## config.mk

```make
export PLATFORM = sky130hd
export DESIGN_NAME = dcc_command_packet_builder_core_flat
export DESIGN_NICKNAME = d
export VERILOG_FILES = /design/src/hw/rtl/dcc_pkg.sv /design/src/hw/rtl/dcc_req_if.sv /design/src/hw/rtl/dcc_rsp_if.sv /design/src/hw/rtl/dcc_slot_table.sv /design/src/hw/rtl/dcc_command_packet_builder_core.sv /design/src/flat_wrapper.sv
export SDC_FILE = /design/constraint.sdc
export NUM_CORES = 1
export LEC_CHECK = 0
export BUFFER_PORTS_ARGS = -buffer_cell sky130_fd_sc_hd__buf_2
export CELL_PAD_IN_SITES_DETAIL_PLACEMENT = 0
export CELL_PAD_IN_SITES_GLOBAL_PLACEMENT = 1
export CORE_MARGIN = 4
export CORE_UTILIZATION = 53
export CTS_CLUSTER_DIAMETER = 40
export CTS_CLUSTER_SIZE = 8
export DETAILED_ROUTE_END_ITERATION = 8
export GPL_ROUTABILITY_DRIVEN = 0
export PLACE_DENSITY = 0.75
export SYNTH_ARGS = -nofsm -noshare
export SYNTH_HDL_FRONTEND = slang
export SYNTH_SLANG_ARGS = --single-unit
```

## constraint.sdc

```tcl
create_clock -name clock -period 4.7 [get_ports clock]
set_input_delay 0.235 -clock clock [delete_from_list [all_inputs] [get_ports clock]]
set_output_delay 0.235 -clock clock [all_outputs]
set_load 0.05 [all_outputs]
```

## src/hw/rtl/dcc_pkg.sv

```systemverilog
`timescale 1ns / 1ps
`default_nettype none
// Shared types and constants of the command packet builder.
// Depends on nothing; the slot table, the core and the bench refer to it by scoped names.

package dcc_pkg;

   // One entry of the throttle speed table.
   typedef struct packed {
      logic [13:0] address;
      logic [6:0]  speed;
      logic        forward;
   } slot_entry_type;

   localparam slot_entry_type SLOT_RESET = '{address: 14'd0, speed: 7'd0, forward: 1'b1};

   // Write request from the control logic into the speed table.
   typedef struct packed {
      logic           enable;
      slot_entry_type entry;
   } slot_wr_type;

   // The slot count register is five bits wide, so no more slots are ever addressed.
   localparam int unsigned SLOT_REG_MAX = 31;

   // Command codes.
   localparam logic [3:0] ACT_THROTTLE   = 4'd0;
   localparam logic [3:0] ACT_FUNC_GROUP = 4'd1;
   localparam logic [3:0] ACT_FUNC_TWO   = 4'd2;
   localparam logic [3:0] ACT_ACCESSORY  = 4'd3;
   localparam logic [3:0] ACT_CV_WRITE   = 4'd4;
   localparam logic [3:0] ACT_CV_BIT     = 4'd5;
   localparam logic [3:0] ACT_CV_READ    = 4'd6;
   localparam logic [3:0] ACT_CV_LONG    = 4'd7;
   localparam logic [3:0] ACT_REFRESH    = 4'd8;

   // Packet kinds reported with every result.
   localparam logic [2:0] KIND_THROTTLE  = 3'd0;
   localparam logic [2:0] KIND_FUNCTION  = 3'd1;
   localparam logic [2:0] KIND_ACCESSORY = 3'd2;
   localparam logic [2:0] KIND_CV_WRITE  = 3'd3;
   localparam logic [2:0] KIND_CV_BIT    = 3'd4;
   localparam logic [2:0] KIND_CV_READ   = 3'd5;
   localparam logic [2:0] KIND_CV_LONG   = 3'd6;

   // Extra transmissions requested per packet type.
   localparam logic [2:0] REP_THROTTLE = 3'd0;
   localparam logic [2:0] REP_DEFAULT  = 3'd3;
   localparam logic [2:0] REP_CV_BIT   = 3'd4;

   // Packet byte constants.
   localparam logic [7:0] LONG_ADDR_TAG  = 8'hC0;
   localparam logic [7:0] SPEED_128_OP   = 8'h3F;
   localparam logic [7:0] FUNC_ONE_SET   = 8'h80;
   localparam logic [7:0] FUNC_ONE_MASK  = 8'hBF;
   localparam logic [7:0] FUNC_TWO_SET   = 8'hDE;
   localparam logic [7:0] FUNC_TWO_MASK  = 8'hDF;
   localparam logic [7:0] ACC_FIRST_BASE = 8'h80;
   localparam logic [7:0] ACC_SECOND_XOR = 8'hF8;
   localparam logic [7:0] OP_CV_WRITE    = 8'hEC;
   localparam logic [7:0] OP_CV_BIT      = 8'hE8;
   localparam logic [7:0] CV_BIT_BASE    = 8'hF0;
   localparam logic [7:0] OP_CV_READ     = 8'hE4;
   localparam logic [7:0] OP_CV_LONG     = 8'hE0;

endpackage

`default_nettype wire

```

## src/hw/rtl/dcc_req_if.sv

```systemverilog
`timescale 1ns / 1ps
`default_nettype none
// Command channel of the packet builder: valid/ready handshake and command fields.
// Depends on nothing.

interface dcc_req_if;
   logic        valid;
   logic        ready;
   logic [3:0]  action;
   logic [7:0]  slot;
   logic [13:0] address;
   logic [6:0]  speed;
   logic        direction;
   logic [7:0]  data_one;
   logic [7:0]  data_two;
   logic [15:0] cv_number;
   logic        queue_empty;

   modport source (
      output valid, action, slot, address, speed, direction, data_one, data_two,
             cv_number, queue_empty,
      input  ready
   );

   modport sink (
      input  valid, action, slot, address, speed, direction, data_one, data_two,
             cv_number, queue_empty,
      output ready
   );
endinterface

`default_nettype wire

```

## src/hw/rtl/dcc_rsp_if.sv

```systemverilog
`timescale 1ns / 1ps
`default_nettype none
// Result channel of the packet builder: valid/ready handshake and one packet byte per item.
// Depends on nothing.

interface dcc_rsp_if;
   logic        valid;
   logic        ready;
   logic [7:0]  payload_byte;
   logic        last_byte;
   logic        packet_valid;
   logic        status;
   logic [2:0]  repeat_count;
   logic [2:0]  packet_kind;
   logic [15:0] railcom_address;
   logic [15:0] transaction_id;

   modport source (
      output valid, payload_byte, last_byte, packet_valid, status, repeat_count,
             packet_kind, railcom_address, transaction_id,
      input  ready
   );

   modport sink (
      input  valid, payload_byte, last_byte, packet_valid, status, repeat_count,
             packet_kind, railcom_address, transaction_id,
      output ready
   );
endinterface

`default_nettype wire

```

## src/hw/rtl/dcc_slot_table.sv

```systemverilog
`timescale 1ns / 1ps
`default_nettype none
// Throttle speed table: one synchronous memory with one write and one registered read port.
// Depends on dcc_pkg for the entry and write request types.

module dcc_slot_table #(
   parameter int unsigned  MAX_SLOTS = 31,
   localparam int unsigned DEPTH     = MAX_SLOTS + 1,
   localparam int unsigned SLOT_W    = $clog2(DEPTH)
) (
   input  wire logic                  clock,
   input  wire logic                  reset,
   input  wire dcc_pkg::slot_wr_type  wr_req,
   input  wire logic [SLOT_W-1:0]     wr_addr,
   input  wire logic [SLOT_W-1:0]     rd_addr,
   output dcc_pkg::slot_entry_type    rd_entry
);

   dcc_pkg::slot_entry_type slot_mem_ff [DEPTH];
   dcc_pkg::slot_entry_type rd_data_ff;
   logic [DEPTH-1:0]        written_ff;
   logic [DEPTH-1:0]        written_in;
   logic                    rd_written_ff;

   // Entries never written since reset read back as the reset entry.
   always_comb begin
      written_in = written_ff;
      if (wr_req.enable) begin
         written_in[wr_addr] = 1'b1;
      end
   end

   always_ff @(posedge clock) begin
      if (wr_req.enable) begin
         slot_mem_ff[wr_addr] <= wr_req.entry;
      end
      rd_data_ff <= slot_mem_ff[rd_addr];
   end

   always_ff @(posedge clock) begin
      if (reset) begin
         written_ff    <= '0;
         rd_written_ff <= 1'b0;
      end else begin
         written_ff    <= written_in;
         rd_written_ff <= written_ff[rd_addr];
      end
   end

   assign rd_entry = rd_written_ff ? rd_data_ff : dcc_pkg::SLOT_RESET;

endmodule

`default_nettype wire

```

## src/hw/rtl/dcc_command_packet_builder_core.sv

```systemverilog
`timescale 1ns / 1ps
`default_nettype none
// Command packet builder for a model-railway track signal.
// Uses dcc_pkg, the dcc_req_if and dcc_rsp_if channels, and dcc_slot_table.
//
// Usage: one command item enters on req_ch; the block answers on rsp_ch with the payload
// bytes of the track packet, one byte per item, then the XOR checksum byte with last_byte
// set. A throttle command to a slot outside 1..active slots gives a single item with status
// set and nothing else. A refresh command with a busy queue, with no active slot, or an
// unknown command gives no item at all. csr_write_data sets the active slot count; write
// it only while the block is idle.
// Timing: req_ch.ready is high only while the block is idle. After acceptance ST_BUILD
// builds the packet, 3 to 6 bytes with checksum, into a byte buffer; then ST_EMIT moves
// the bytes one at a time into the output register and returns to idle once the last
// byte has entered it. A refresh first reads the speed table one slot at a time, in
// ST_SCAN_RD (address) and ST_SCAN_CHK (registered data), until a slot holds a nonzero
// address or every valid slot has been examined.
// Stalls: the output register holds its item while rsp_ch.ready is low; the byte buffer
// then waits, and a new command is taken as soon as the last byte has entered the output
// register, even if that byte is still waiting there.
// Reset: synchronous; clears the control state, the transaction counter, the refresh
// pointer and the table's written flags, and sets the active slot count to 31.

module dcc_command_packet_builder_core #(
   parameter int unsigned MAX_SLOTS = 31
) (
   input  wire logic       clock,
   input  wire logic       reset,
   input  wire logic       csr_write_enable,
   input  wire logic [4:0] csr_write_data,
   dcc_req_if.sink         req_ch,
   dcc_rsp_if.source       rsp_ch
);

   localparam int unsigned DEPTH    = MAX_SLOTS + 1;
   localparam int unsigned SLOT_W   = $clog2(DEPTH);
   // Largest usable slot count: limited by both the table and the count register.
   localparam int unsigned SLOT_CAP =
      (MAX_SLOTS > dcc_pkg::SLOT_REG_MAX) ? dcc_pkg::SLOT_REG_MAX : MAX_SLOTS;
   localparam int unsigned BUF_BYTES = 6;

   typedef enum logic [4:0] {
      ST_IDLE     = 5'b00001,
      ST_BUILD    = 5'b00010,
      ST_SCAN_RD  = 5'b00100,
      ST_SCAN_CHK = 5'b01000,
      ST_EMIT     = 5'b10000
   } state_type;

   state_type state_ff, state_in;

   // Configuration and persistent state.
   logic [4:0]  active_ff, active_in;
   logic [4:0]  pointer_ff, pointer_in;
   logic [15:0] counter_ff, counter_in;

   // Latched command.
   logic [3:0]  cmd_action_ff, cmd_action_in;
   logic [7:0]  cmd_slot_ff, cmd_slot_in;
   logic [13:0] cmd_addr_ff, cmd_addr_in;
   logic [6:0]  cmd_speed_ff, cmd_speed_in;
   logic        cmd_dir_ff, cmd_dir_in;
   logic [7:0]  cmd_d1_ff, cmd_d1_in;
   logic [7:0]  cmd_d2_ff, cmd_d2_in;
   logic [15:0] cmd_cv_ff, cmd_cv_in;
   logic        refresh_ff, refresh_in;

   // Refresh scan.
   logic [4:0]  scan_slot_ff, scan_slot_in;
   logic [4:0]  scan_left_ff, scan_left_in;

   // Packet buffer and its description.
   logic [7:0]  buf_ff [BUF_BYTES];
   logic [7:0]  buf_in [BUF_BYTES];
   logic [2:0]  total_ff, total_in;
   logic [2:0]  idx_ff, idx_in;
   logic        err_ff, err_in;
   logic [2:0]  rep_ff, rep_in;
   logic [2:0]  kind_ff, kind_in;
   logic [15:0] rc_ff, rc_in;
   logic [15:0] tid_ff, tid_in;

   // Output register.
   logic        out_valid_ff, out_valid_in;
   logic [7:0]  out_byte_ff, out_byte_in;
   logic        out_last_ff, out_last_in;
   logic        out_pkt_ff, out_pkt_in;
   logic        out_status_ff, out_status_in;
   logic [2:0]  out_rep_ff, out_rep_in;
   logic [2:0]  out_kind_ff, out_kind_in;
   logic [15:0] out_rc_ff, out_rc_in;
   logic [15:0] out_tid_ff, out_tid_in;

   // Speed table connections.
   dcc_pkg::slot_wr_type    tbl_wr;
   dcc_pkg::slot_entry_type tbl_rd;
   logic [SLOT_W-1:0]       tbl_wr_addr;
   logic [SLOT_W-1:0]       tbl_rd_addr;

   dcc_slot_table #(
      .MAX_SLOTS (MAX_SLOTS)
   ) u_slot_table (
      .clock    (clock),
      .reset    (reset),
      .wr_req   (tbl_wr),
      .wr_addr  (tbl_wr_addr),
      .rd_addr  (tbl_rd_addr),
      .rd_entry (tbl_rd)
   );

   // Valid slot count: the register value, capped by the table size.
   logic [4:0] valid_count;
   assign valid_count = (active_ff > 5'(SLOT_CAP)) ? 5'(SLOT_CAP) : active_ff;

   logic accept;
   assign req_ch.ready = (state_ff == ST_IDLE);
   assign accept       = req_ch.valid && req_ch.ready;

   // Refresh starts at the stored pointer, or at slot one when it is out of range.
   logic [4:0] scan_start;
   assign scan_start = (pointer_ff == 5'd0 || pointer_ff > valid_count) ? 5'd1 : pointer_ff;

   logic [4:0] scan_next;
   assign scan_next = (scan_slot_ff == valid_count) ? 5'd1 : scan_slot_ff + 5'd1;

   // ---------------------------------------------------------------------------------
   // Packet assembly from the latched command: an address prefix, where the form has one, then a tail.
   // ---------------------------------------------------------------------------------
   logic        long_addr;
   logic [7:0]  addr_hi, addr_lo;
   logic [9:0]  cv_index;
   logic [39:0] tail_vec;
   logic [2:0]  tail_len;
   logic [1:0]  pre_len;
   logic [39:0] pkt_vec;
   logic [2:0]  pkt_len;
   logic [7:0]  checksum;
   logic [2:0]  pkt_rep;
   logic [2:0]  pkt_kind;
   logic [15:0] pkt_rc;
   logic [6:0]  speed_step;
   logic        slot_bad;

   assign long_addr  = |cmd_addr_ff[13:7];
   assign addr_hi    = {2'b00, cmd_addr_ff[13:8]} | dcc_pkg::LONG_ADDR_TAG;
   assign addr_lo    = cmd_addr_ff[7:0];
   assign cv_index   = cmd_cv_ff[9:0] - 10'd1;
   // Speed step one is skipped: it is the emergency stop code.
   assign speed_step = cmd_speed_ff + {6'd0, |cmd_speed_ff};
   assign slot_bad   = (cmd_slot_ff == 8'd0) || (cmd_slot_ff > {3'd0, valid_count});

   always_comb begin
      tail_vec = '0;
      tail_len = 3'd2;
      pre_len  = long_addr ? 2'd2 : 2'd1;
      pkt_rc   = long_addr ? {addr_hi, addr_lo} : {8'd0, addr_lo};
      pkt_rep  = dcc_pkg::REP_DEFAULT;
      pkt_kind = dcc_pkg::KIND_THROTTLE;
      case (cmd_action_ff)
         dcc_pkg::ACT_FUNC_GROUP: begin
            tail_vec[39:32] = (cmd_d1_ff | dcc_pkg::FUNC_ONE_SET) & dcc_pkg::FUNC_ONE_MASK;
            tail_len        = 3'd1;
            pkt_kind        = dcc_pkg::KIND_FUNCTION;
         end
         dcc_pkg::ACT_FUNC_TWO: begin
            tail_vec[39:32] = (cmd_d1_ff | dcc_pkg::FUNC_TWO_SET) & dcc_pkg::FUNC_TWO_MASK;
            tail_vec[31:24] = cmd_d2_ff;
            pkt_kind        = dcc_pkg::KIND_FUNCTION;
         end
         dcc_pkg::ACT_ACCESSORY: begin
            // The accessory form carries its own address bits in both bytes.
            pre_len         = 2'd0;
            tail_vec[39:32] = {2'b00, cmd_addr_ff[5:0]} + dcc_pkg::ACC_FIRST_BASE;
            tail_vec[31:24] = {1'b0, cmd_addr_ff[8:6], 1'b0, cmd_d1_ff[1:0], cmd_dir_ff}
                              ^ dcc_pkg::ACC_SECOND_XOR;
            pkt_rc          = tail_vec[39:24];
            pkt_kind        = dcc_pkg::KIND_ACCESSORY;
         end
         dcc_pkg::ACT_CV_WRITE: begin
            tail_vec[39:32] = {dcc_pkg::OP_CV_WRITE[7:2], cv_index[9:8]};
            tail_vec[31:24] = cv_index[7:0];
            tail_vec[23:16] = cmd_d1_ff;
            tail_len        = 3'd3;
            pkt_kind        = dcc_pkg::KIND_CV_WRITE;
         end
         dcc_pkg::ACT_CV_BIT: begin
            tail_vec[39:32] = {dcc_pkg::OP_CV_BIT[7:2], cv_index[9:8]};
            tail_vec[31:24] = cv_index[7:0];
            tail_vec[23:16] = dcc_pkg::CV_BIT_BASE | {4'd0, cmd_d1_ff[0], cmd_d2_ff[2:0]};
            tail_len        = 3'd3;
            pkt_rep         = dcc_pkg::REP_CV_BIT;
            pkt_kind        = dcc_pkg::KIND_CV_BIT;
         end
         dcc_pkg::ACT_CV_READ: begin
            tail_vec[39:32] = {dcc_pkg::OP_CV_READ[7:2], cv_index[9:8]};
            tail_vec[31:24] = cv_index[7:0];
            tail_len        = 3'd3;
            pkt_kind        = dcc_pkg::KIND_CV_READ;
         end
         dcc_pkg::ACT_CV_LONG: begin
            tail_vec[39:32] = {dcc_pkg::OP_CV_LONG[7:2], cv_index[9:8]};
            tail_vec[31:24] = cv_index[7:0];
            pkt_kind        = dcc_pkg::KIND_CV_LONG;
         end
         default: begin
            // Throttle, both direct and from a refresh.
            tail_vec[39:32] = dcc_pkg::SPEED_128_OP;
            tail_vec[31:24] = {cmd_dir_ff, speed_step};
            pkt_rep         = dcc_pkg::REP_THROTTLE;
         end
      endcase

      case (pre_len)
         2'd2:    pkt_vec = {addr_hi, addr_lo, tail_vec[39:16]};
         2'd1:    pkt_vec = {addr_lo, tail_vec[39:8]};
         default: pkt_vec = tail_vec;
      endcase
      pkt_len = {1'b0, pre_len} + tail_len;

      checksum = 8'd0;
      for (int k = 0; k < BUF_BYTES - 1; k++) begin
         if (3'(k) < pkt_len) begin
            checksum = checksum ^ pkt_vec[39 - 8 * k -: 8];
         end
      end
   end

   // ---------------------------------------------------------------------------------
   // Sequencer.
   // ---------------------------------------------------------------------------------
   logic out_load;
   assign out_load = !out_valid_ff || rsp_ch.ready;

   always_comb begin
      state_in      = state_ff;
      active_in     = active_ff;
      pointer_in    = pointer_ff;
      counter_in    = counter_ff;
      cmd_action_in = cmd_action_ff;
      cmd_slot_in   = cmd_slot_ff;
      cmd_addr_in   = cmd_addr_ff;
      cmd_speed_in  = cmd_speed_ff;
      cmd_dir_in    = cmd_dir_ff;
      cmd_d1_in     = cmd_d1_ff;
      cmd_d2_in     = cmd_d2_ff;
      cmd_cv_in     = cmd_cv_ff;
      refresh_in    = refresh_ff;
      scan_slot_in  = scan_slot_ff;
      scan_left_in  = scan_left_ff;
      buf_in        = buf_ff;
      total_in      = total_ff;
      idx_in        = idx_ff;
      err_in        = err_ff;
      rep_in        = rep_ff;
      kind_in       = kind_ff;
      rc_in         = rc_ff;
      tid_in        = tid_ff;
      out_valid_in  = out_valid_ff && !rsp_ch.ready;
      out_byte_in   = out_byte_ff;
      out_last_in   = out_last_ff;
      out_pkt_in    = out_pkt_ff;
      out_status_in = out_status_ff;
      out_rep_in    = out_rep_ff;
      out_kind_in   = out_kind_ff;
      out_rc_in     = out_rc_ff;
      out_tid_in    = out_tid_ff;
      tbl_wr.enable = 1'b0;
      tbl_wr.entry  = '{address: cmd_addr_ff, speed: cmd_speed_ff, forward: cmd_dir_ff};
      tbl_wr_addr   = SLOT_W'(cmd_slot_ff);
      tbl_rd_addr   = SLOT_W'(scan_slot_ff);

      if (csr_write_enable) begin
         active_in = csr_write_data;
      end

      case (state_ff)
         ST_IDLE: begin
            if (accept) begin
               cmd_action_in = req_ch.action;
               cmd_slot_in   = req_ch.slot;
               cmd_addr_in   = req_ch.address;
               cmd_speed_in  = (req_ch.speed > 7'd126) ? 7'd126 : req_ch.speed;
               cmd_dir_in    = req_ch.direction;
               cmd_d1_in     = req_ch.data_one;
               cmd_d2_in     = req_ch.data_two;
               cmd_cv_in     = req_ch.cv_number;
               refresh_in    = 1'b0;
               scan_slot_in  = scan_start;
               scan_left_in  = valid_count;
               if (req_ch.action == dcc_pkg::ACT_REFRESH) begin
                  // Refresh runs only with an empty queue and at least one slot.
                  if (req_ch.queue_empty && valid_count != 5'd0) begin
                     state_in = ST_SCAN_RD;
                  end
               end else if (req_ch.action < dcc_pkg::ACT_REFRESH) begin
                  state_in = ST_BUILD;
               end
            end
         end

         ST_SCAN_RD: begin
            // The table address is scan_slot_ff; its entry is ready next cycle.
            state_in = ST_SCAN_CHK;
         end

         ST_SCAN_CHK: begin
            if (tbl_rd.address != 14'd0) begin
               cmd_action_in = dcc_pkg::ACT_THROTTLE;
               cmd_addr_in   = tbl_rd.address;
               cmd_speed_in  = tbl_rd.speed;
               cmd_dir_in    = tbl_rd.forward;
               refresh_in    = 1'b1;
               pointer_in    = scan_next;
               state_in      = ST_BUILD;
            end else if (scan_left_ff == 5'd1) begin
               // Every slot examined and none active.
               state_in = ST_IDLE;
            end else begin
               scan_slot_in = scan_next;
               scan_left_in = scan_left_ff - 5'd1;
               state_in     = ST_SCAN_RD;
            end
         end

         ST_BUILD: begin
            idx_in   = 3'd0;
            state_in = ST_EMIT;
            if (cmd_action_ff == dcc_pkg::ACT_THROTTLE && !refresh_ff && slot_bad) begin
               // Out-of-range slot: one zeroed item that only carries the error.
               err_in    = 1'b1;
               total_in  = 3'd1;
               buf_in[0] = 8'd0;
               rep_in    = 3'd0;
               kind_in   = 3'd0;
               rc_in     = 16'd0;
               tid_in    = 16'd0;
            end else begin
               err_in     = 1'b0;
               total_in   = pkt_len + 3'd1;
               rep_in     = pkt_rep;
               kind_in    = pkt_kind;
               rc_in      = pkt_rc;
               counter_in = counter_ff + 16'd1;
               tid_in     = counter_ff + 16'd1;
               for (int k = 0; k < BUF_BYTES - 1; k++) begin
                  buf_in[k] = (3'(k) < pkt_len) ? pkt_vec[39 - 8 * k -: 8] : checksum;
               end
               buf_in[BUF_BYTES-1] = checksum;
               tbl_wr.enable = (cmd_action_ff == dcc_pkg::ACT_THROTTLE) && !refresh_ff;
            end
         end

         ST_EMIT: begin
            if (out_load) begin
               out_valid_in  = 1'b1;
               out_byte_in   = buf_ff[idx_ff];
               out_last_in   = (idx_ff == total_ff - 3'd1);
               out_pkt_in    = !err_ff;
               out_status_in = err_ff;
               out_rep_in    = rep_ff;
               out_kind_in   = kind_ff;
               out_rc_in     = rc_ff;
               out_tid_in    = tid_ff;
               idx_in        = idx_ff + 3'd1;
               if (idx_ff == total_ff - 3'd1) begin
                  state_in = ST_IDLE;
               end
            end
         end

         default: begin
            state_in = ST_IDLE;
         end
      endcase
   end

   // Control state.
   always_ff @(posedge clock) begin
      if (reset) begin
         state_ff     <= ST_IDLE;
         active_ff    <= 5'd31;
         pointer_ff   <= 5'd0;
         counter_ff   <= 16'd0;
         out_valid_ff <= 1'b0;
      end else begin
         state_ff     <= state_in;
         active_ff    <= active_in;
         pointer_ff   <= pointer_in;
         counter_ff   <= counter_in;
         out_valid_ff <= out_valid_in;
      end
   end

   // Payload registers.
   always_ff @(posedge clock) begin
      cmd_action_ff <= cmd_action_in;
      cmd_slot_ff   <= cmd_slot_in;
      cmd_addr_ff   <= cmd_addr_in;
      cmd_speed_ff  <= cmd_speed_in;
      cmd_dir_ff    <= cmd_dir_in;
      cmd_d1_ff     <= cmd_d1_in;
      cmd_d2_ff     <= cmd_d2_in;
      cmd_cv_ff     <= cmd_cv_in;
      refresh_ff    <= refresh_in;
      scan_slot_ff  <= scan_slot_in;
      scan_left_ff  <= scan_left_in;
      buf_ff        <= buf_in;
      total_ff      <= total_in;
      idx_ff        <= idx_in;
      err_ff        <= err_in;
      rep_ff        <= rep_in;
      kind_ff       <= kind_in;
      rc_ff         <= rc_in;
      tid_ff        <= tid_in;
      out_byte_ff   <= out_byte_in;
      out_last_ff   <= out_last_in;
      out_pkt_ff    <= out_pkt_in;
      out_status_ff <= out_status_in;
      out_rep_ff    <= out_rep_in;
      out_kind_ff   <= out_kind_in;
      out_rc_ff     <= out_rc_in;
      out_tid_ff    <= out_tid_in;
   end

   assign rsp_ch.valid           = out_valid_ff;
   assign rsp_ch.payload_byte    = out_byte_ff;
   assign rsp_ch.last_byte       = out_last_ff;
   assign rsp_ch.packet_valid    = out_pkt_ff;
   assign rsp_ch.status          = out_status_ff;
   assign rsp_ch.repeat_count    = out_rep_ff;
   assign rsp_ch.packet_kind     = out_kind_ff;
   assign rsp_ch.railcom_address = out_rc_ff;
   assign rsp_ch.transaction_id  = out_tid_ff;

endmodule

`default_nettype wire

```

## src/flat_wrapper.sv

```systemverilog
// flat-port wrapper written by rule: the top's interface ports become plain ports
module dcc_command_packet_builder_core_flat 
#(
   parameter int unsigned MAX_SLOTS = 31
)
  (clock, reset, csr_write_enable, csr_write_data, req_ch_valid, req_ch_action, req_ch_slot, req_ch_address, req_ch_speed, req_ch_direction, req_ch_data_one, req_ch_data_two, req_ch_cv_number, req_ch_queue_empty, req_ch_ready, rsp_ch_valid, rsp_ch_payload_byte, rsp_ch_last_byte, rsp_ch_packet_valid, rsp_ch_status, rsp_ch_repeat_count, rsp_ch_packet_kind, rsp_ch_railcom_address, rsp_ch_transaction_id, rsp_ch_ready);
  dcc_req_if req_ch_i ();
  dcc_rsp_if rsp_ch_i ();
  input  wire logic clock;
  input  wire logic reset;
  input  wire logic csr_write_enable;
  input  wire logic [4:0] csr_write_data;
  input wire logic [$bits(req_ch_i.valid)-1:0] req_ch_valid;
  input wire logic [$bits(req_ch_i.action)-1:0] req_ch_action;
  input wire logic [$bits(req_ch_i.slot)-1:0] req_ch_slot;
  input wire logic [$bits(req_ch_i.address)-1:0] req_ch_address;
  input wire logic [$bits(req_ch_i.speed)-1:0] req_ch_speed;
  input wire logic [$bits(req_ch_i.direction)-1:0] req_ch_direction;
  input wire logic [$bits(req_ch_i.data_one)-1:0] req_ch_data_one;
  input wire logic [$bits(req_ch_i.data_two)-1:0] req_ch_data_two;
  input wire logic [$bits(req_ch_i.cv_number)-1:0] req_ch_cv_number;
  input wire logic [$bits(req_ch_i.queue_empty)-1:0] req_ch_queue_empty;
  output wire logic [$bits(req_ch_i.ready)-1:0] req_ch_ready;
  output wire logic [$bits(rsp_ch_i.valid)-1:0] rsp_ch_valid;
  output wire logic [$bits(rsp_ch_i.payload_byte)-1:0] rsp_ch_payload_byte;
  output wire logic [$bits(rsp_ch_i.last_byte)-1:0] rsp_ch_last_byte;
  output wire logic [$bits(rsp_ch_i.packet_valid)-1:0] rsp_ch_packet_valid;
  output wire logic [$bits(rsp_ch_i.status)-1:0] rsp_ch_status;
  output wire logic [$bits(rsp_ch_i.repeat_count)-1:0] rsp_ch_repeat_count;
  output wire logic [$bits(rsp_ch_i.packet_kind)-1:0] rsp_ch_packet_kind;
  output wire logic [$bits(rsp_ch_i.railcom_address)-1:0] rsp_ch_railcom_address;
  output wire logic [$bits(rsp_ch_i.transaction_id)-1:0] rsp_ch_transaction_id;
  input wire logic [$bits(rsp_ch_i.ready)-1:0] rsp_ch_ready;
  assign req_ch_i.valid = req_ch_valid;
  assign req_ch_i.action = req_ch_action;
  assign req_ch_i.slot = req_ch_slot;
  assign req_ch_i.address = req_ch_address;
  assign req_ch_i.speed = req_ch_speed;
  assign req_ch_i.direction = req_ch_direction;
  assign req_ch_i.data_one = req_ch_data_one;
  assign req_ch_i.data_two = req_ch_data_two;
  assign req_ch_i.cv_number = req_ch_cv_number;
  assign req_ch_i.queue_empty = req_ch_queue_empty;
  assign req_ch_ready = req_ch_i.ready;
  assign rsp_ch_valid = rsp_ch_i.valid;
  assign rsp_ch_payload_byte = rsp_ch_i.payload_byte;
  assign rsp_ch_last_byte = rsp_ch_i.last_byte;
  assign rsp_ch_packet_valid = rsp_ch_i.packet_valid;
  assign rsp_ch_status = rsp_ch_i.status;
  assign rsp_ch_repeat_count = rsp_ch_i.repeat_count;
  assign rsp_ch_packet_kind = rsp_ch_i.packet_kind;
  assign rsp_ch_railcom_address = rsp_ch_i.railcom_address;
  assign rsp_ch_transaction_id = rsp_ch_i.transaction_id;
  assign rsp_ch_i.ready = rsp_ch_ready;
  dcc_command_packet_builder_core #(.MAX_SLOTS(MAX_SLOTS)) u_core (.clock(clock), .reset(reset), .csr_write_enable(csr_write_enable), .csr_write_data(csr_write_data), .req_ch(req_ch_i), .rsp_ch(rsp_ch_i));
endmodule
```

# After elaboration in Yosys (flattened, before gate mapping)
# Memories as Yosys holds them, arrays and structs flattened. A register that Yosys moved wholly into a read port is not among the register bits.
# Index checks and enable logic that the tools add are counted.
[classes]
n_mux = 74
n_reduce_logical = 34
order_cmp = 14
bitwise = 8
eq_ne = 26
n_addsub = 10
[op_table]
columns = ["op", "n"]
rows = [
  ["two-way mux 8 bit", 12],
  ["two-way mux 5 bit", 16],
  ["case mux 40 bit (2 select lines)", 1],
  ["case mux 8 bit (7 select lines)", 1],
  ["two-way mux 16 bit", 2],
  ["OR 32 bit", 1],
  ["case mux 8 bit (4 select lines)", 1],
  ["bitwise XOR 8 bit", 4],
  ["two-way mux 14 bit", 2],
  ["case mux 14 bit (2 select lines)", 1],
  ["case mux 5 bit (5 select lines)", 1],
  ["binary-select mux 8 bit (select 3 bit)", 1],
  ["two-way mux 22 bit", 1],
  ["two-way mux 7 bit", 3],
  ["case mux 5 bit (2 select lines)", 2],
  ["case mux 3 bit (6 select lines)", 1],
  ["adder 16 x 1 -> 16 bit (second input constant)", 1],
  ["== test 4 x 3 -> 1 bit (second input constant)", 4],
  ["case mux 8 bit (2 select lines)", 1],
  ["case mux 7 bit (2 select lines)", 1],
  ["nonzero test 14 bit", 1],
  ["OR reduction 7 bit", 2],
  ["two-way mux 1 bit", 13],
  ["< comparator 5 x 6 -> 1 bit (second input constant)", 2],
  ["other kinds (61)", 91],
]
[totals]
mem_bits_rw = 704
n_memories = 1
register_bits = 278
[memory_table]
columns = ["memory", "depth", "word_bits", "rd", "rd_ports_with_merged_regs", "write_ports", "line", "source"]
rows = [
  ["u_core.u_slot_table.slot_mem_ff", 32, 22, 1, 1, 1, "dcc_slot_table.sv:19", "dcc_pkg::slot_entry_type slot_mem_ff [DEPTH];"],
]

# Depth between registers and ports, before layout
# Gate-level depths: netlist (run 1).
[logic_depth]
ltp_word = 15
mapped_depth = 17

# Hierarchy
# Synthesis (run 1) repeated with hierarchy kept, for this count alone.
[hier_totals]
hier_cells = 2313
area_unflattened_um2 = 40710.3
[by_module_without_submodules]
columns = ["module", "area_per_inst_um2", "n_inst", "cells_each"]
rows = [
  ["dcc_slot_table", 28602.4, 1, 1217],
  ["dcc_command_packet_builder_core", 12107.9, 1, 1096],
]

# Least setup slack after synthesis (run 1)
# Ideal clock, no wire load.
[synth_timing]
path_kind = "flip-flop to flip-flop"
startpoint = "register u_core.cmd_addr_ff[8]"
endpoint = "register u_core.buf_ff[19] (netlist bit), data pin"
stages_incl_launch_ff = 13
arrival_ps = 3780
n_path_buf = 0
period_less_slack_ps = 4051
slack_ps = 649
required_time_ps = 4430
cell_sequence = "edfxtp_1 > nor4_2 > nand2_1 > nor2_1 > ha_1 > fa_1 > or2_2 > nor2_1 > a21oi_1 > xor2_1 > xnor2_1 > xnor2_1 > o21ai_0"
[synth_between]
elab_chain_cells = 15
[synth_rtl]
columns = ["element", "line", "source"]
rows = [
  ["from (decl)", "dcc_command_packet_builder_core.sv:60", "logic [13:0] cmd_addr_ff, cmd_addr_in;"],
  ["from (signal assigned)", "dcc_command_packet_builder_core.sv:398", "cmd_addr_ff <= cmd_addr_in;"],
  ["OR reduction 7 bit (*)", "dcc_command_packet_builder_core.sv:144", "assign long_addr = |cmd_addr_ff[13:7];"],
  ["two-way mux 2 bit (*)", "dcc_command_packet_builder_core.sv:155", "pre_len = long_addr ? 2'd2 : 2'd1;"],
  ["two-way mux 2 bit (*)", "dcc_command_packet_builder_core.sv:159", "case (cmd_action_ff)"],
  ["adder 2 x 2 -> 3 bit (tied with other cells)", "dcc_command_packet_builder_core.sv:218", "pkt_len = {1'b0, pre_len} + tail_len;"],
  ["< comparator 1 x 3 -> 1 bit or case mux 40 bit (2 select lines) (tied branches)", "dcc_command_packet_builder_core.sv:222, dcc_command_packet_builder_core.sv:213", ""],
  ["two-way mux 8 bit", "dcc_command_packet_builder_core.sv:222", "if (3'(k) < pkt_len) begin"],
  ["bitwise XOR 8 bit", "dcc_command_packet_builder_core.sv:223", "checksum = checksum ^ pkt_vec[39 - 8 * k -: 8];"],
  ["two-way mux 8 bit", "dcc_command_packet_builder_core.sv:222", ""],
  ["bitwise XOR 8 bit", "dcc_command_packet_builder_core.sv:223", ""],
  ["two-way mux 8 bit", "dcc_command_packet_builder_core.sv:222", ""],
  ["bitwise XOR 8 bit", "dcc_command_packet_builder_core.sv:223", ""],
  ["two-way mux 8 bit", "dcc_command_packet_builder_core.sv:222", ""],
  ["bitwise XOR 8 bit", "dcc_command_packet_builder_core.sv:223", ""],
  ["two-way mux 8 bit", "dcc_command_packet_builder_core.sv:222", ""],
  ["two-way mux 8 bit (*)", "dcc_command_packet_builder_core.sv:346", "buf_in[k] = (3'(k) < pkt_len) ? pkt_vec[39 - 8 * k -: 8] : checksum;"],
  ["to (signal assigned)", "dcc_command_packet_builder_core.sv:407", "buf_ff <= buf_in;"],
  ["to (decl)", "dcc_command_packet_builder_core.sv:73", "logic [7:0] buf_ff [BUF_BYTES];"],
]
# Mark *: on every way between the ends. The rest lies on a longest branch, timed or not.
# A chain may end at the register's enable or synchronous reset.

# Final worst setup path (run 1)
[layout_timing]
startpoint = "register u_core.cmd_addr_ff[8]"
endpoint = "register u_core.buf_ff[10] (netlist bit), data pin"
# The elaborated chain is that of the path after synthesis.

==> run summary, run 1 <==
Status -> completed
Cell taking the most area after synthesis -> edfxtp_1
Slew at the pin closest to its max-slew limit -> 1.29 ns
Reg2Reg Setup Slack -> 0.50 ns
Post-synth top area share -> 67.2%
Total of cells resized after clock tree synthesis -> 0
Fraction of layout cells with a size suffix above 1 -> 20.3%
Tot Pwr -> 25300 µW
Drt total wl -> 105000 µm
Power Density -> 521 nW/µm²
CTS Root Cell -> clkbuf_16
Post-synth EDFFs -> 915
Hold-fix buffer count after cts -> 74
Final Setup Violations -> 0
FP Rows -> 101
Final TNS setup -> 0 ns
Yosys warning count -> 0
Via total after detailed routing -> 24635
Number of fill cells in the layout -> 5392
Antenna viol nets, final -> 0
Clk sinks -> 1002
Slew Viols, Final -> 0
Tightest Hold Check Type -> in -> reg
#FFs+latches synth -> 1002
P_int -> 18300 µW
Largest cells by area after synthesis -> edfxtp_1 (67%), mux4_2 (5.5%), dfxtp_1 (4.3%), mux2i_1 (3.8%), nand2_1 (2.0%)
Max Buffers Root-to-Sink -> 3
# port buffers -> 121
First-pass GRT wire length -> 157000 µm
Vias per inst -> 6.01
Cell Area, Placed -> 43400 µm²
Mapped cell area -> 40900 µm²
Post-synth cell types -> 73
Fraction of registers with async set/reset -> 0%
Post-DP HPWL -> 62800 µm
CTS tree -> done
Finished layout cell area -> 48700 µm²
Tot GR Track Use -> 25.8%
Area share of fa/ha/maj cells after synthesis -> 0.722%
Hold path depth -> 2
Routed len/inst -> 25.6 µm
Worst path bufs/invs -> 1
Sequential share of the synthesized area -> 71.5%
Cell family with most CP delay -> simple AND/OR/NAND/NOR gates
Worst Path Arrival -> 4.62 ns
CP Data Required Time -> 5.12 ns
Largest family of logic cells by synthesized area -> multiplexers
NumNets Final -> 3067
Max-cap check violation count -> 0
Clock Skews -> 0.0249 ns
Switching share of total power -> 27.8%
Rel. slew slack -> 13.8%
Fin util -> 63.8%
Compound-Gate Fraction of Synth Area -> 7.29%
DR iter-0 viols -> 2545
CTS Buf Count -> 150
RR Endpoint -> u_core.buf_ff[10]$_DFFE_PP_
Max VDD drop -> 296 µV
Post-synthesis simple-gate area fraction -> 6.11%
Max Freq -> 238 MHz
Slowest cell on the critical path -> a21oi_1
Core box area -> 76200 µm²
Gate Count Post-Synth -> 2616
Post-route DRC -> 0
CP endpoint kind -> register
Syn Area/Cell -> 15.6 µm²
Post-CTS setup buffers -> 0
Tmin final -> 4.20 ns
FF-to-FF path depth -> 13
Worst-path fanout max -> 8
Synthesis-to-layout area growth -> 19.0%
Largest net degree at the start of global routing -> 64
Sequence of cells on the critical path -> nor4_2, buf_4, nand2_1, nor2_1, ha_1, fa_1, a21oi_1, nor2_1, o21ai_0, nor3_1, or3_1, xnor2_1, o21ai_0
Worst Hold Endpoint -> u_core.counter_ff[15]$_SDFFE_PP0P_
Main synth FF type -> edfxtp_1
Level count of the clock H-tree -> 4
Worst setup path class -> reg -> reg
Hold Startpoint -> reset
TritonRoute pass-1 iters -> 7
Initial antenna violation count -> 2
CP startpoint kind -> register
Clk pin slew, worst setup/hold paths -> 0.05 ns
Most instantiated library cell after synthesis -> edfxtp_1
RSZ-0062 raised after global routing -> false
Initial core utilization -> 53.6%
DIE AREA -> 81600 µm²
NetSw -> 7040 µW
Layout Cells excl Fill -> 4102
Leak -> 0.0176 µW
Vias in the first global route -> 25042
Post-synthesis mux area share -> 10.7%
Clk pwr share -> 39.1%
Inst Count DP -> 3771
I/O pins -> 128
Die width -> 286 µm
Register share of total power -> 43.5%
Final period utilization -> 89.3%
Worst R2R Start -> u_core.cmd_addr_ff[8]$_DFFE_PP_
Most common library cells after synthesis -> edfxtp_1 (915), nand2_1 (223), mux2i_1 (156)
Die Y -> 286 µm
Comb power frac -> 17.4%
Crit-path max cell delay -> 0.66 ns
Global route overflow -> 0
Final hold viol count -> 0
Synth Area in XOR/XNOR -> 1.96%
Worst-Skew Late Latency -> 0.71 ns
-- how the worst max path moves through the flow --
stage / from / to / depth (start not counted)
after floorplan: u_core.cmd_addr_ff[8]$_DFFE_PP_ / u_core.buf_ff[19]$_DFFE_PP_ / 12
after global placement: u_core.cmd_addr_ff[8]$_DFFE_PP_ / u_core.buf_ff[10]$_DFFE_PP_ / 13
after detailed placement: u_core.cmd_action_ff[0]$_SDFFCE_PP0P_ / u_core.buf_ff[14]$_DFFE_PP_ / 12
after CTS: u_core.cmd_addr_ff[8]$_DFFE_PP_ / u_core.buf_ff[8]$_DFFE_PP_ / 12
after global routing: u_core.cmd_action_ff[0]$_SDFFCE_PP0P_ / u_core.buf_ff[8]$_DFFE_PP_ / 11
final: u_core.cmd_addr_ff[8]$_DFFE_PP_ / u_core.buf_ff[10]$_DFFE_PP_ / 13
-- cells by family (layout without fill, tap and decap cells) --
group	after synthesis	count (layout)
and+or+nand+nor	550	550
adders and majority gates	23	23
muxes	305	305
xor gates and xnor gates	89	89
buffers and inverters	181	615
AOI/OAI and AO/OA	465	465
other	1	23
DFF	1002	1002
-- final cells by class --
type | instances | area [µm²] | area share, %
Sequential cell | 1002 | 29200 | 60.1
Clock inverter | 25 | 328 | 0.674
Inverter | 40 | 150 | 0.309
Timing Repair Buffer | 319 | 2360 | 4.86
Tap cell | 1030 | 1290 | 2.65
Multi-Input combinational cell | 1454 | 11100 | 22.9
Clock buffer | 231 | 4160 | 8.55
Antenna cell | 1 | 2.50 | 0.00514
-- sequential cells by signal (all words and copies together), names as in the netlist, 4 cells and up --
register                         count
u_core.cmd_speed_ff                  7
u_core.cmd_slot_ff                   8
u_core.pointer_ff                    5
u_core.rc_ff                        16
u_core.cmd_action_ff                 4
u_core.rsp_ch.railcom_address       16
u_core.rsp_ch.payload_byte           8
u_core.cmd_addr_ff                  14
u_core.u_slot_table.written_ff      32
u_core.rsp_ch.transaction_id        16
u_core.tid_ff                       16
u_core.cmd_d1_ff                     8
u_core.buf_ff                       48
u_core.scan_left_ff                  5
u_core.scan_slot_ff                  5
u_core.cmd_d2_ff                     8
u_core.state_ff                      5
u_core.cmd_cv_ff                    10
u_core.active_ff                     5
u_core.u_slot_table.slot_mem_ff    704
u_core.u_slot_table.rd_data_ff      22
u_core.counter_ff                   16
-- layout by cell type, fill, tap and decap left out, types with 71 or more instances in the layout --
cell / instances
o21ai_0: 125
dfxtp_1: 87
a21oi_1: 114
nand2_1: 222
mux4_2: 100
nor2_1: 105
edfxtp_1: 915
o221ai_1: 71
buf_4: 117
dlygate4sd3_1: 74
mux2i_1: 156
clkbuf_1: 74
buf_2: 121
clkbuf_16: 153
-- routing by layer --
metal  up-vias  GRT usage (%)  part of all wire, %
li1      10872              -                    -
met1     12542           36.0                   42
met2      1040           41.2                   48
met3       181           5.22                  7.6
met4         0           8.68                  2.8
met5         -              0                    0
-- power groups by stage --
stage	combinational (µW)	sequential (µW)	clock, µW
floorplan	2530	11200	0
global placement	4190	11100	0
detailed placement	4290	11200	0
CTS	4370	11000	10000
global route	4750	11000	10500
finish	4400	11000	9920
-- stage by stage --
stage	setup slack, ns	hold WS (ns)
finish	0.504	0.0864
global route	0.342	0.0519
CTS	0.691	0.0169
detailed placement	0.732	0.406
global placement	0.755	0.403
floorplan	0.649	0.334
-- worst register-to-register path, delay by kind of cell (launching register included) --
kind | cells | cell delay [ns]
flops | 1 | 0.39
simple gates | 6 | 1.36
xor+xnor | 1 | 0.27
buf+inv | 1 | 0.22
fa+ha+maj | 2 | 0.73
compound gates | 3 | 0.96
Note: power is estimated with default switching activity, not from simulation.
==> inputs of run 2 (changes only) <==
- CORE_UTILIZATION: 53 -> 54
- PLACE_DENSITY: 0.75 -> 0.76
- SYNTH_HIERARCHICAL: unset -> 1
==> run 2 against run 1 <==
  * Clock-buffer cell count down 3
  * Combinational power up 3%
  * Synthesized cell count down 12%
  * Critical endpoint is now u_core/buf_ff[14]$_DFFE_PP_
  * Largest cell class unchanged
==> run summary, run 2 <==
Register with the most flip-flops -> u_core/u_slot_table/slot_mem_ff
Highest routed layer -> met4
Routed len/inst -> 28.1 µm (+9.6%)
Met1 wire length -> 43400 µm (-0.41%)
Cell taking the most area after synthesis -> edfxtp_1
Worst Path Arrival -> 4.84 ns (+0.22 ns)
FP Rows -> 100 (-0.99%)
Crit-path max cell delay -> 0.64 ns (-0.02 ns)
Slew at the pin closest to its max-slew limit -> 1.05 ns (-0.247 ns)
Main synth FF type -> edfxtp_1
Sequential share of the synthesized area -> 71.8% (+0.28 points)
Cell family with most CP delay -> simple AND/OR/NAND/NOR gates
Met2 WL -> 49500 µm (-2.0%)
CTS Root Cell -> clkbuf_16
TritonRoute pass-1 iters -> 6 (-1)
Drt total wl -> 105000 µm (+0.27%)
DIE AREA -> 79800 µm² (-2.2%)
Initial antenna violation count -> 1 (-1)
Tot GR Track Use -> 26.8% (+0.99 points)
Syn Nets -> 2413
Max VDD drop -> 392 µV (+33%)
Most instantiated library cell after synthesis -> edfxtp_1
Tot Pwr -> 25700 µW (+1.5%)
#FFs+latches synth -> 1002 (unchanged)
CP Data Required Time -> 5.15 ns (+0.03 ns)
Final Setup Violations -> 0 (unchanged)
Clk sinks -> 1002 (unchanged)
Clock Skews -> 0.0213 ns (-0.00352 ns)
Worst-Skew Late Latency -> 0.72 ns (about the same)
Rel. slew slack -> 30.2% (+16 points)
Core box area -> 74600 µm² (-2.1%)
Slew Viols, Final -> 0 (unchanged)
Highest-count cells in the layout ignoring fill and taps -> edfxtp_1 (915), mux4_2 (234), nor2_1 (161)
DR iter-0 viols -> 2869 (+13%)
Level count of the clock H-tree -> 4 (unchanged)
CP startpoint kind -> register
Post-synth cell types -> 77 (+5.5%)
CTS Buf Count -> 153 (+2.0%)
# port buffers -> 121 (unchanged)
Max Buffers Root-to-Sink -> 3 (unchanged)
Met3 WL -> 9380 µm (+17%)
I/O pins -> 128 (unchanged)
Die Y -> 283 µm (-1.1%)
Commonest non-fill, non-tap cell in the layout -> edfxtp_1
RSZ-0062 raised after global routing -> false
Mapped cell area -> 40700 µm² (-0.39%)
Post-route DRC -> 0 (unchanged)
Vias per inst -> 6.26 (+4.2%)
Slowest cell on the critical path -> or4_1
Largest net degree at the start of global routing -> 98 (+53%)
Via total after detailed routing -> 23490 (-4.6%)
CTS tree -> done
Sequence of cells on the critical path -> buf_4, or4_1, o21ai_2, inv_1, fa_1, buf_4, or2_2, a32oi_1, nand3_1, a31o_2, nand3_1, xor2_1, o21ai_0
N_diodes -> 0 (-1)
Tmin final -> 4.39 ns (+0.192 ns)
CP endpoint kind -> register
Final hold slack -> 0.0401 ns (-0.0462 ns)
Clk pin slew, worst setup/hold paths -> 0.05 ns (about the same)
Tightest Hold Check Type -> in -> reg
Post-synth EDFFs -> 915 (unchanged)
Yosys warning count -> 6 (+6)
Leak -> 0.0166 µW (-5.6%)
Final hold viol count -> 0 (unchanged)
Total of cells resized after clock tree synthesis -> 0 (unchanged)
Fin util -> 65.2% (+1.3 points)
Max-cap check violation count -> 0 (unchanged)
Worst path bufs/invs -> 3 (+2)
Initial core utilization -> 54.6% (+0.96 points)
Final period utilization -> 93.4% (+4.1 points)
Max Freq -> 228 MHz (-4.4%)
Antenna viol nets, final -> 0 (unchanged)
Biggest registers after layout -> u_core/u_slot_table/slot_mem_ff (704), u_core/buf_ff (48), u_core/u_slot_table/written_ff (32)
Most common library cells after synthesis -> edfxtp_1 (915), mux4_2 (234), nor2_1 (195)
Die width -> 283 µm (-1.1%)
First-pass GRT wire length -> 155000 µm (-1.0%)
Post-synth top area share -> 67.5% (+0.27 points)
Fraction of layout cells with a size suffix above 1 -> 27.5% (+7.2 points)
Worst-path fanout max -> 27 (+19)
Fraction of registers with async set/reset -> 0% (unchanged)
Global route overflow -> 0 (unchanged)
Gate Count Post-Synth -> 2313 (-12%)
Worst setup path class -> reg -> reg
NumNets Final -> 2783 (-9.3%)
Post-DP HPWL -> 65900 µm (+5.0%)
Number of flip-flops in the largest register -> 704 (unchanged)
Vias in the first global route -> 23873 (-4.7%)
Final TNS setup -> 0 ns (unchanged)
Status -> completed
Largest cells by area after synthesis -> edfxtp_1 (67%), mux4_2 (13%), dfxtp_1 (4.3%), nor2_1 (1.8%), nand2_1 (1.3%)
Synthesis-to-layout area growth -> 19.4%
Syn Area/Cell -> 17.6 µm² (+13%)
Power Density -> 529 nW/µm² (+1.6%)
==> run 2: cell types whose count changed after synthesis, sizes merged, moves of 57 or more <==
cell	change
mux4	+134
mux2i	-129
nand2	-83
o221ai	-68
a21oi	-65
o21ai	-63
nor2	+57
==> run 2: cell families after synthesis <==
family	Yosys count	synth area share [%]
xor+xnor	69	1.50
buf+inv	163	1.68
simple gates	529	6.10
flops	1002	71.8
fa+ha+maj	23	0.725
compound gates	237	3.81
mux	290	14.4
==> run 2: layer usage <==
layer  up-vias  global-route usage (%)
met4         0                    8.41
met1     12153                    39.1
met3       205                    5.77
met5         -                       0
met2      1197                    41.3
li1       9935                       -
==> run 2: worst paths after layout <==
path / from / endpoint / slack, ns / cells past startpoint
worst max-delay path: u_core/cmd_addr_ff[11]$_DFFE_PP_ / u_core/buf_ff[14]$_DFFE_PP_ / 0.31 / 13
worst min-delay path: req_ch_action[1] / u_core/cmd_action_ff[1]$_SDFFCE_PP0P_ / 0.04 / 2
worst max register to register: u_core/cmd_addr_ff[11]$_DFFE_PP_ / u_core/buf_ff[14]$_DFFE_PP_ / 0.31 / 13
worst min register to register: u_core/rc_ff[1]$_SDFFCE_PP0P_ / u_core/rsp_ch.railcom_address[1]$_DFFE_PP_ / 0.41 / 0
==> run 2: what timing repair did <==
| action | CTS | global route |
|---|---|---|
| hold buffers | 71 | 0 |
| hold endpoints to repair | 64 | 0 |
| setup buffers | 0 | 0 |
==> run 2: where the power goes <==
group	switching (µW)	total, µW	internal (µW)	leakage [µW]
registers	350	11100	10800	0.00897
clock network	3790	10000	6250	0.00219
logic	2860	4540	1680	0.00543
total	7000	25700	18700	0.0166
==> run 2: stage by stage <==
stage                     instance area (µm²)  cells  setup slack (ns)
after floorplan                         40700   2313             0.336
after CTS                               48600   3753             0.369
after global placement                  43300   3426             0.440
after detailed placement                43300   3426             0.416
after global routing                    48600   3753             0.104
final                                   48600   3753             0.312
==> run 2: final cells by class <==
| class | instances | area (µm²) |
|---|---|---|
| well taps | 969 | 1210 |
| multi-input cells | 1148 | 10900 |
| clock buffers | 228 | 4240 |
| flip-flops and latches | 1002 | 29200 |
| repair buffers | 331 | 2520 |
| clock inverters | 28 | 313 |
| fillers | 5044 | 26000 |
| inverters | 47 | 176 |
